## src/rtl/song_segment_sequencer_assert.svh

```systemverilog
// Assertion macros for the song segment sequencer.
// Every macro expects a clock named clk and a synchronous reset named rst in scope.
`ifndef SONG_SEGMENT_SEQUENCER_ASSERT_SVH
`define SONG_SEGMENT_SEQUENCER_ASSERT_SVH

// Condition must hold at every edge out of reset.
`define SSS_ASSERT_ALWAYS(label, cond, msg) \
  label: assert property (@(posedge clk) disable iff (rst) 1'b1 |-> (cond)) else $error(msg);

// Consequent must hold in the same cycle as the antecedent.
`define SSS_ASSERT_IMPL(label, ante, cons, msg) \
  label: assert property (@(posedge clk) disable iff (rst) (ante) |-> (cons)) else $error(msg);

// Consequent must hold in the cycle after the antecedent.
`define SSS_ASSERT_NEXT(label, ante, cons, msg) \
  label: assert property (@(posedge clk) disable iff (rst) (ante) |=> (cons)) else $error(msg);

`endif

```

## src/rtl/sss_pkg.sv

```systemverilog
// Shared types and constants of the song segment sequencer.
// No dependencies.
package sss_pkg;

  localparam int FUNC_W    = 2;
  localparam int SEG_IDX_W = 4;
  localparam int LEN_W     = 16;
  localparam int TICK_W    = 32;

  typedef enum logic [FUNC_W-1:0] {
    FUNC_TICK = 2'd0,
    FUNC_NEW  = 2'd1,
    FUNC_DEL  = 2'd2,
    FUNC_CLR  = 2'd3
  } func_t;

  typedef logic [SEG_IDX_W-1:0] seg_idx_t;
  typedef logic [LEN_W-1:0]     len_t;
  typedef logic [TICK_W-1:0]    tick_t;

  typedef struct packed {
    logic load;
    logic step;
    logic append;
    logic clear;
    logic shrink;
    logic emit;
  } cmd_t;

  typedef struct packed {
    func_t op;
    logic  del_hit;
    logic  ptr_end;
    logic  scan_done;
    logic  out_free;
  } status_t;

endpackage

```

## src/rtl/sss_req_if.sv

```systemverilog
// Request channel of the song segment sequencer: valid/ready plus one operation.
// Depends on sss_pkg.
interface sss_req_if;
  logic              valid;
  logic              ready;
  sss_pkg::func_t    func;
  sss_pkg::seg_idx_t item_index;
  sss_pkg::len_t     length_ticks;

  modport source (output valid, output func, output item_index, output length_ticks,
                  input ready);
  modport sink   (input valid, input func, input item_index, input length_ticks,
                  output ready);
endinterface

```

## src/rtl/sss_rsp_if.sv

```systemverilog
// Response channel of the song segment sequencer: valid/ready plus one result.
// Depends on sss_pkg.
interface sss_rsp_if;
  logic              valid;
  logic              ready;
  sss_pkg::seg_idx_t segment_index;
  logic              ok;

  modport source (output valid, output segment_index, output ok, input ready);
  modport sink   (input valid, input segment_index, input ok, output ready);
endinterface

```

## src/rtl/song_segment_sequencer.sv

```systemverilog
// Top level of the song segment sequencer: controller plus datapath.
// Depends on sss_pkg, sss_req_if, sss_rsp_if, sss_ctrl, sss_datapath.
//
//   channel  dir   payload
//   req      in    func, item_index, length_ticks
//   rsp      out   segment_index, ok
//
// Active segments always form a prefix of the table; starts are running sums of lengths.
// Tick reads the n active segment lengths in turn (one length memory read per cycle);
// delete shifts the entries above item_index down by one place; new and clear go
// through their own state (S_NEW, S_CLR), and a missed delete goes straight to the result.
// Reset: n = 1, entry 0 length loaded during reset, no clearing pass.
// A held result on rsp does not block the next req transaction; it stalls only the
// final cycle of the following operation.
module song_segment_sequencer #(
  parameter int SEGMENTS       = 16,
  parameter int DEFAULT_LENGTH = 384
) (
  input logic  clk,
  input logic  rst,
  sss_req_if.sink   req,
  sss_rsp_if.source rsp
);
  import sss_pkg::*;

  cmd_t    cmd;
  status_t status;

  sss_ctrl u_ctrl (
    .clk       (clk),
    .rst       (rst),
    .req_valid (req.valid),
    .req_ready (req.ready),
    .status    (status),
    .cmd       (cmd)
  );

  sss_datapath #(
    .SEGMENTS       (SEGMENTS),
    .DEFAULT_LENGTH (DEFAULT_LENGTH)
  ) u_datapath (
    .clk           (clk),
    .rst           (rst),
    .cmd           (cmd),
    .status        (status),
    .func          (req.func),
    .item_index    (req.item_index),
    .length_ticks  (req.length_ticks),
    .rsp_valid     (rsp.valid),
    .rsp_ready     (rsp.ready),
    .segment_index (rsp.segment_index),
    .ok            (rsp.ok)
  );

endmodule

```

## src/rtl/sss_ctrl.sv

```systemverilog
// Controller state machine of the song segment sequencer.
// Depends on sss_pkg; drives the datapath through cmd_t, observes status_t.
module sss_ctrl (
  input  logic              clk,
  input  logic              rst,
  input  logic              req_valid,
  output logic              req_ready,
  input  sss_pkg::status_t  status,
  output sss_pkg::cmd_t     cmd
);
  import sss_pkg::*;

  typedef enum logic [6:0] {
    S_IDLE     = 7'b0000001,
    S_DISPATCH = 7'b0000010,
    S_SCAN     = 7'b0000100,
    S_SHIFT    = 7'b0001000,
    S_NEW      = 7'b0010000,
    S_CLR      = 7'b0100000,
    S_DONE     = 7'b1000000
  } state_t;

  state_t state;
  state_t state_next;

  assign req_ready = (state == S_IDLE);

  always_comb begin
    cmd        = '0;
    state_next = state;
    unique case (state)
      S_IDLE: begin
        if (req_valid) begin
          cmd.load   = 1'b1;
          state_next = S_DISPATCH;
        end
      end
      S_DISPATCH: begin
        unique case (status.op)
          FUNC_TICK: state_next = S_SCAN;
          FUNC_NEW:  state_next = S_NEW;
          FUNC_DEL:  state_next = status.del_hit ? S_SHIFT : S_DONE;
          FUNC_CLR:  state_next = S_CLR;
          default:   state_next = S_DONE;
        endcase
      end
      S_SCAN: begin
        cmd.step = !status.ptr_end;
        if (status.scan_done) begin
          state_next = S_DONE;
        end
      end
      S_SHIFT: begin
        cmd.step = !status.ptr_end;
        if (status.scan_done) begin
          cmd.shrink = 1'b1;
          state_next = S_DONE;
        end
      end
      S_NEW: begin
        cmd.append = 1'b1;
        state_next = S_DONE;
      end
      S_CLR: begin
        cmd.clear  = 1'b1;
        state_next = S_DONE;
      end
      S_DONE: begin
        if (status.out_free) begin
          cmd.emit   = 1'b1;
          state_next = S_IDLE;
        end
      end
      default: state_next = S_IDLE;
    endcase
  end

  always_ff @(posedge clk) begin
    if (rst) begin
      state <= S_IDLE;
    end else begin
      state <= state_next;
    end
  end

endmodule

```

## src/rtl/sss_datapath.sv

```systemverilog
// Datapath of the song segment sequencer: length memory, active count, tick counter,
// running start sum and result register. Depends on sss_pkg and the assertion macros.
module sss_datapath #(
  parameter int SEGMENTS       = 16,
  parameter int DEFAULT_LENGTH = 384
) (
  input  logic              clk,
  input  logic              rst,
  input  sss_pkg::cmd_t     cmd,
  output sss_pkg::status_t  status,
  input  sss_pkg::func_t    func,
  input  sss_pkg::seg_idx_t item_index,
  input  sss_pkg::len_t     length_ticks,
  output logic              rsp_valid,
  input  logic              rsp_ready,
  output sss_pkg::seg_idx_t segment_index,
  output logic              ok
);
  import sss_pkg::*;

  `include "song_segment_sequencer_assert.svh"

  localparam int IDX_W = (SEGMENTS > 1) ? $clog2(SEGMENTS) : 1;
  localparam int CNT_W = $clog2(SEGMENTS + 1);
  localparam int CMP_W = (CNT_W > SEG_IDX_W) ? CNT_W : SEG_IDX_W;

  len_t               mem [SEGMENTS];
  len_t               rd_data;
  logic               acc_v;
  logic [IDX_W-1:0]   acc_idx;
  logic [CNT_W-1:0]   n;
  logic [CNT_W-1:0]   ptr;
  tick_t              tick;
  len_t               sum;
  func_t              op;
  seg_idx_t           idx_q;
  len_t               len_q;
  seg_idx_t           res_idx;
  logic               res_ok;
  logic               full;

  assign full             = (n == CNT_W'(SEGMENTS));
  assign status.op        = op;
  assign status.del_hit   = CMP_W'(idx_q) < CMP_W'(n);
  assign status.ptr_end   = (ptr >= n);
  assign status.scan_done = (ptr >= n) && !acc_v;
  assign status.out_free  = !rsp_valid || rsp_ready;

  always_ff @(posedge clk) begin
    if (rst || cmd.clear) begin
      mem[0] <= LEN_W'(DEFAULT_LENGTH);
    end else if (cmd.append && !full) begin
      mem[n[IDX_W-1:0]] <= len_q;
    end else if (acc_v && op == FUNC_DEL) begin
      mem[acc_idx - IDX_W'(1)] <= rd_data;
    end
    if (cmd.step) begin
      rd_data <= mem[ptr[IDX_W-1:0]];
    end
  end

  always_ff @(posedge clk) begin
    if (rst) begin
      n         <= CNT_W'(1);
      ptr       <= '0;
      acc_v     <= 1'b0;
      tick      <= '0;
      rsp_valid <= 1'b0;
    end else begin
      acc_v <= cmd.step;
      if (cmd.load) begin
        if (func == FUNC_TICK) begin
          tick <= tick + TICK_W'(1);
        end
        ptr <= (func == FUNC_DEL) ? CNT_W'(item_index) + CNT_W'(1) : '0;
      end else if (cmd.step) begin
        ptr <= ptr + CNT_W'(1);
      end
      priority if (cmd.clear) begin
        n <= CNT_W'(1);
      end else if (cmd.append && !full) begin
        n <= n + CNT_W'(1);
      end else if (cmd.shrink) begin
        n <= n - CNT_W'(1);
      end
      if (cmd.emit) begin
        rsp_valid <= 1'b1;
      end else if (rsp_ready) begin
        rsp_valid <= 1'b0;
      end
    end
  end

  always_ff @(posedge clk) begin
    if (cmd.step) begin
      acc_idx <= ptr[IDX_W-1:0];
    end
    if (cmd.load) begin
      op      <= func;
      idx_q   <= item_index;
      len_q   <= length_ticks;
      sum     <= '0;
      res_idx <= '0;
      res_ok  <= 1'b1;
    end else begin
      if (acc_v && op == FUNC_TICK) begin
        if (acc_idx != '0 && TICK_W'(sum) <= tick) begin
          res_idx <= seg_idx_t'(acc_idx);
        end
        sum <= sum + rd_data;
      end
      if (cmd.append) begin
        if (full) begin
          res_ok <= 1'b0;
        end else begin
          res_idx <= seg_idx_t'(n);
        end
      end
    end
    if (cmd.emit) begin
      segment_index <= res_idx;
      ok            <= res_ok;
    end
  end

  `SSS_ASSERT_ALWAYS(a_count_range, n <= CNT_W'(SEGMENTS), "active count above table size")
  `SSS_ASSERT_IMPL(a_step_in_range, cmd.step, ptr < n, "read beyond active entries")
  `SSS_ASSERT_NEXT(a_append_grows, cmd.append && !full, n == $past(n) + CNT_W'(1), "append lost")
  `SSS_ASSERT_IMPL(a_emit_free, cmd.emit, !rsp_valid || rsp_ready, "result overwritten")

endmodule
```

## src/flat_wrapper.sv

```systemverilog
// flat-port wrapper written by rule: the top's interface ports become plain ports
module song_segment_sequencer_flat import sss_pkg::*;
#(
  parameter int SEGMENTS       = 16,
  parameter int DEFAULT_LENGTH = 384
)
  (clk, rst, req_valid, req_func, req_item_index, req_length_ticks, req_ready, rsp_valid, rsp_segment_index, rsp_ok, rsp_ready);
  sss_req_if req_i ();
  sss_rsp_if rsp_i ();
  input logic clk;
  input logic rst;
  input wire logic [$bits(req_i.valid)-1:0] req_valid;
  input wire logic [$bits(req_i.func)-1:0] req_func;
  input wire logic [$bits(req_i.item_index)-1:0] req_item_index;
  input wire logic [$bits(req_i.length_ticks)-1:0] req_length_ticks;
  output wire logic [$bits(req_i.ready)-1:0] req_ready;
  output wire logic [$bits(rsp_i.valid)-1:0] rsp_valid;
  output wire logic [$bits(rsp_i.segment_index)-1:0] rsp_segment_index;
  output wire logic [$bits(rsp_i.ok)-1:0] rsp_ok;
  input wire logic [$bits(rsp_i.ready)-1:0] rsp_ready;
  assign req_i.valid = req_valid;
  assign req_i.func = req_func;
  assign req_i.item_index = req_item_index;
  assign req_i.length_ticks = req_length_ticks;
  assign req_ready = req_i.ready;
  assign rsp_valid = rsp_i.valid;
  assign rsp_segment_index = rsp_i.segment_index;
  assign rsp_ok = rsp_i.ok;
  assign rsp_i.ready = rsp_ready;
  song_segment_sequencer #(.SEGMENTS(SEGMENTS), .DEFAULT_LENGTH(DEFAULT_LENGTH)) u_core (.clk(clk), .rst(rst), .req(req_i), .rsp(rsp_i));
endmodule
```

## config.mk

```make
export PLATFORM = sky130hd
export DESIGN_NAME = song_segment_sequencer_flat
export DESIGN_NICKNAME = d
export VERILOG_FILES = /design/src/rtl/sss_pkg.sv /design/src/rtl/sss_req_if.sv /design/src/rtl/sss_rsp_if.sv /design/src/rtl/song_segment_sequencer.sv /design/src/rtl/sss_ctrl.sv /design/src/rtl/sss_datapath.sv /design/src/flat_wrapper.sv
export VERILOG_INCLUDE_DIRS = /design/src /design/src/rtl
export SDC_FILE = /design/constraint.sdc
export NUM_CORES = 1
export LEC_CHECK = 0
export ABC_AREA = 0
export BUFFER_PORTS_ARGS = -buffer_cell sky130_fd_sc_hd__buf_2
export CAP_MARGIN = 40
export CORE_MARGIN = 3
export CORE_UTILIZATION = 45
export DETAILED_ROUTE_END_ITERATION = 8
export HOLD_SLACK_MARGIN = 0.02
export PLACE_DENSITY = 0.56
export SLEW_MARGIN = 0
export SYNTH_ARGS = -nofsm -noshare
export SYNTH_HDL_FRONTEND = slang
export SYNTH_HIERARCHICAL = 1
export SYNTH_SLANG_ARGS = --single-unit
```

## constraint.sdc

```tcl
create_clock -name clk -period 4.74 [get_ports clk]
set_clock_uncertainty 0.2 [all_clocks]
set_input_delay 0.237 -clock clk [delete_from_list [all_inputs] [get_ports clk]]
set_output_delay 0.237 -clock clk [all_outputs]
set_load 0.1 [all_outputs]
```

==> summary.md <==
| Metric | Value |
|---|---|
| Final net count | `1219` |
| VDD IR-drop max | `0.000332 V` |
| Post_cts resized | `0` |
| Setup crit start kind | `register` |
| Synthesized flop and latch total | `375` |
| Worst-path fanout max | `16` |
| Initial Utilization | `45.7%` |
| Worst relative slew slack | `44.9%` |
| Die span in y | `between 150 and 200 um` |
| Yosys top cell by area | `edfxtp_1` |
| P&R area growth vs syn | `14.7%` |
| First-pass GRT wire length | `roughly 54 mm` |
| Mapped Avg Cell Area | `15.4 sq um` |
| Layout cells sized above 1 | `19.9%` |
| Full die area | `0.0386 sq mm` |
| Mapped cell area | `roughly 0.016 sq mm` |
| Largest net degree at the start of global routing | `between 60 and 70` |
| CP Data Arrival Time | `a little over 4 ns` |
| Largest cells by area after synthesis | `edfxtp_1 56%, mux4_2 10%, dfxtp_1 8.8%` |
| Syn_nets | `1133` |
| DRC | `0` |
| WL final | `35.1 mm` |
| Top-count cell post-synth | `edfxtp_1` |
| Crit-path max cell delay | `0.71 ns` |
| Worst-Margin Slew | `0.825 ns` |
| Multi-input gate area | `0.00544 sq mm` |
| Top FF cell, synth | `edfxtp_1` |
| Vias in the first global route | `9224` |
| Critical path class | `register to register` |
| Yosys Warn Count | `6` |
| Total Routing Usage GR | `18.5%` |
| Vias | `roughly 9000` |
| Outcome | `complete, no violations` |
| Worst reg2reg setup slack | `about 0.58 ns` |
| Period Utilization, post-route | `roughly 88%` |
| CTS Buffer Depth | `3` |
| Pre-CTS WS | `about 0.63 ns` |
| Die Width | `196 um` |
| CP endpoint kind | `register` |
| Total negative setup slack | `0 ns` |
| Cts bufs inserted | `40` |
| Cell family with most CP delay | `simple AND/OR/NAND/NOR gates` |
| IO Port Bufs | `32` |
| Mean routed wirelength per cell | `21.4 um` |
| Cell row count | `69` |
| Data required, critical path | `4.71 ns` |
| TritonCTS clock tree | `built` |
| Setup ws final | `0.579 ns` |
| 1st-iter DRT viols | `697` |
| Clock root cell | `clkbuf_16` |
| Slowest stage cell, crit path | `nor2_2` |
| Commonest cells post-synth | `303 x edfxtp_1, 103 x nor2_1, 74 x mux4_2, 72 x dfxtp_1, 47 x ha_1` |
| Clock slew at reported path FFs | `~0.06 ns` |
| Fin. max-slew vios | `0` |
| Cell-by-cell trace of the critical path | `nor3_2 > nand2b_2 > nor4b_1 > inv_1 > a21oi_1 > inv_2 > nand3_1 > o21ai_1 > nand2b_1 > nor2_2` |
| Crit path buf inv count | `2` |
| P_leak | `6.49 nW` |
| Vias/cell | `5.60` |
| Diodes inserted | `0` |
| Unrepaired setup endpoints after global routing | `no` |
| Max Cap Violations | `0` |
| Number of synthesized flops with an enable pin | `303` |
| Final setup viols | `0` |
| Register area | `about 0.011 sq mm` |
| Filler cells | `just under 3000` |
| DRT antenna net count | `0` |
| Clk Latency, worst-skew pair | `between 0.5 and 0.6 ns` |
| Critical path launch point | `u_core/u_ctrl/state[0]` |
| Reg2reg start | `u_core/u_ctrl/state[0]` |
| CTS Hold Bufs | `26` |
| Synthesized instance count | `1058` |
| PwrDens | `399 mW/mm^2` |
| Worst hold start | `req_length_ticks[0]` |
| First drt pass iteration count | `5` |
| CTS sink cnt | `375` |
| Antenna violations before repair | `0` |
| Routability cong. | `0.825` |
| Final hold vios | `0` |
| R2R cell count | `10` |
| Core area | `~0.036 sq mm` |
| Worst r2r dst | `u_core/u_datapath/mem[4][15]` |
| Sequential area share after synthesis | `64.6%` |
| Hold Path End | `u_core/u_datapath/len_q[0]` |
| Ys async rst share | `0%` |
| DP HPWL | `23.9 mm` |
| Highest Clock Rate | `240 MHz` |
| Yosys top cell area share | `a little under three fifths` |
| Placed cell area | `between 0.015 and 0.02 sq mm` |
| H-tree depth | `2` |
| Post-CTS Setup Bufs | `0` |
| Post-route minimum period | `between 4 and 5 ns` |
| Worst min path class | `primary input to register` |
| Synth unique cells | `81` |
| I/O pins | `33` |
| Hold path depth | `2` |
| Total gr overflow | `0` |
| Final instance area | `0.0187 sq mm` |
## stage by stage
stage | utilization (%) | instances | hold slack (ns) | power (mW)
2_1_floorplan | - | 1058 | 0.116 | 4.27
3_3_place_gp | 47.6 | 1525 | 0.214 | 4.46
3_5_place_dp | 48.1 | 1537 | 0.215 | 4.47
4_1_cts | 52.5 | 1637 | 0.169 | 7.57
5_1_grt | 52.5 | 1637 | 0.187 | 7.76
6_report | 52.5 | 1637 | 0.202 | 7.46
## logic make-up (layout without fill, tap and decap cells)
kind of cell / after synthesis / in the layout / share of synthesized area [%]
xor+xnor: 49 / 49 / 2.63
compound gates: 146 / 146 / 6.35
fa+ha+maj: 49 / 49 / 3.85
buf+inv: 79 / 197 / 2.31
simple gates: 278 / 278 / 8.91
flops: 375 / 375 / 64.6
mux: 82 / 82 / 11.3
## cells in the final DEF (no fill, tap or decap), drive strengths merged, types with 26 or more instances in the layout
cell	instances
a21oi	42
buf	59
clkbuf	55
dfxtp	72
dlygate4sd3	26
edfxtp	303
ha	47
inv	41
mux4	80
nand2	44
nand3	26
nor2	104
xnor2	27
## worst max path at each step
stage                                               end  slack (ns)  cells past startpoint
final                      u_core/u_datapath/mem[4][15]        0.58                     10
after global routing       u_core/u_datapath/mem[12][9]        0.21                     10
after CTS                   u_core/u_datapath/mem[4][9]        0.61                     10
after detailed placement  u_core/u_datapath/mem[12][13]        0.63                     10
after global placement     u_core/u_datapath/mem[4][13]        0.83                     10
after floorplan              u_core/u_datapath/tick[24]        0.92                     13
## state kept, by name, indices dropped and copies added, names as in the netlist
| name | cells |
|---|---|
| u_core/u_datapath/ok | 1 |
| u_core/u_datapath/res_idx | 4 |
| u_core/u_datapath/acc_v | 1 |
| u_core/u_datapath/len_q | 16 |
| u_core/u_datapath/sum | 16 |
| u_core/u_datapath/ptr | 5 |
| u_core/u_datapath/n | 5 |
| u_core/u_ctrl/state | 7 |
| u_core/u_datapath/mem | 256 |
| u_core/u_datapath/segment_index | 4 |
| u_core/u_datapath/rd_data | 16 |
| u_core/u_datapath/idx_q | 4 |
| u_core/u_datapath/rsp_valid | 1 |
| u_core/u_datapath/acc_idx | 4 |
| u_core/u_datapath/res_ok | 1 |
| u_core/u_datapath/tick | 32 |
| u_core/u_datapath/op | 2 |
## layer usage
layer  GRT usage [%]  wire, um  vias to the layer above
li1                -         -                     4316
met5               0         0                        -
met3            2.82      1500                       55
met1            27.4     16700                     4609
met4            4.86       745                        0
met2            28.8     16200                      181
## layout make-up
cell class	count	area share, %
inverters	38	0.762
multi-input cells	604	29.1
clock buffers	55	5.99
repair buffers	85	3.81
clock inverters	19	0.916
well taps	461	3.08
flip-flops and latches	375	56.4
## power by group
group	switching, mW	internal [mW]	total, mW
registers	0.0759	3.59	3.66
logic	0.383	0.370	0.753
clock network	1.27	1.78	3.05
Power figures use the tool's default switching activity.
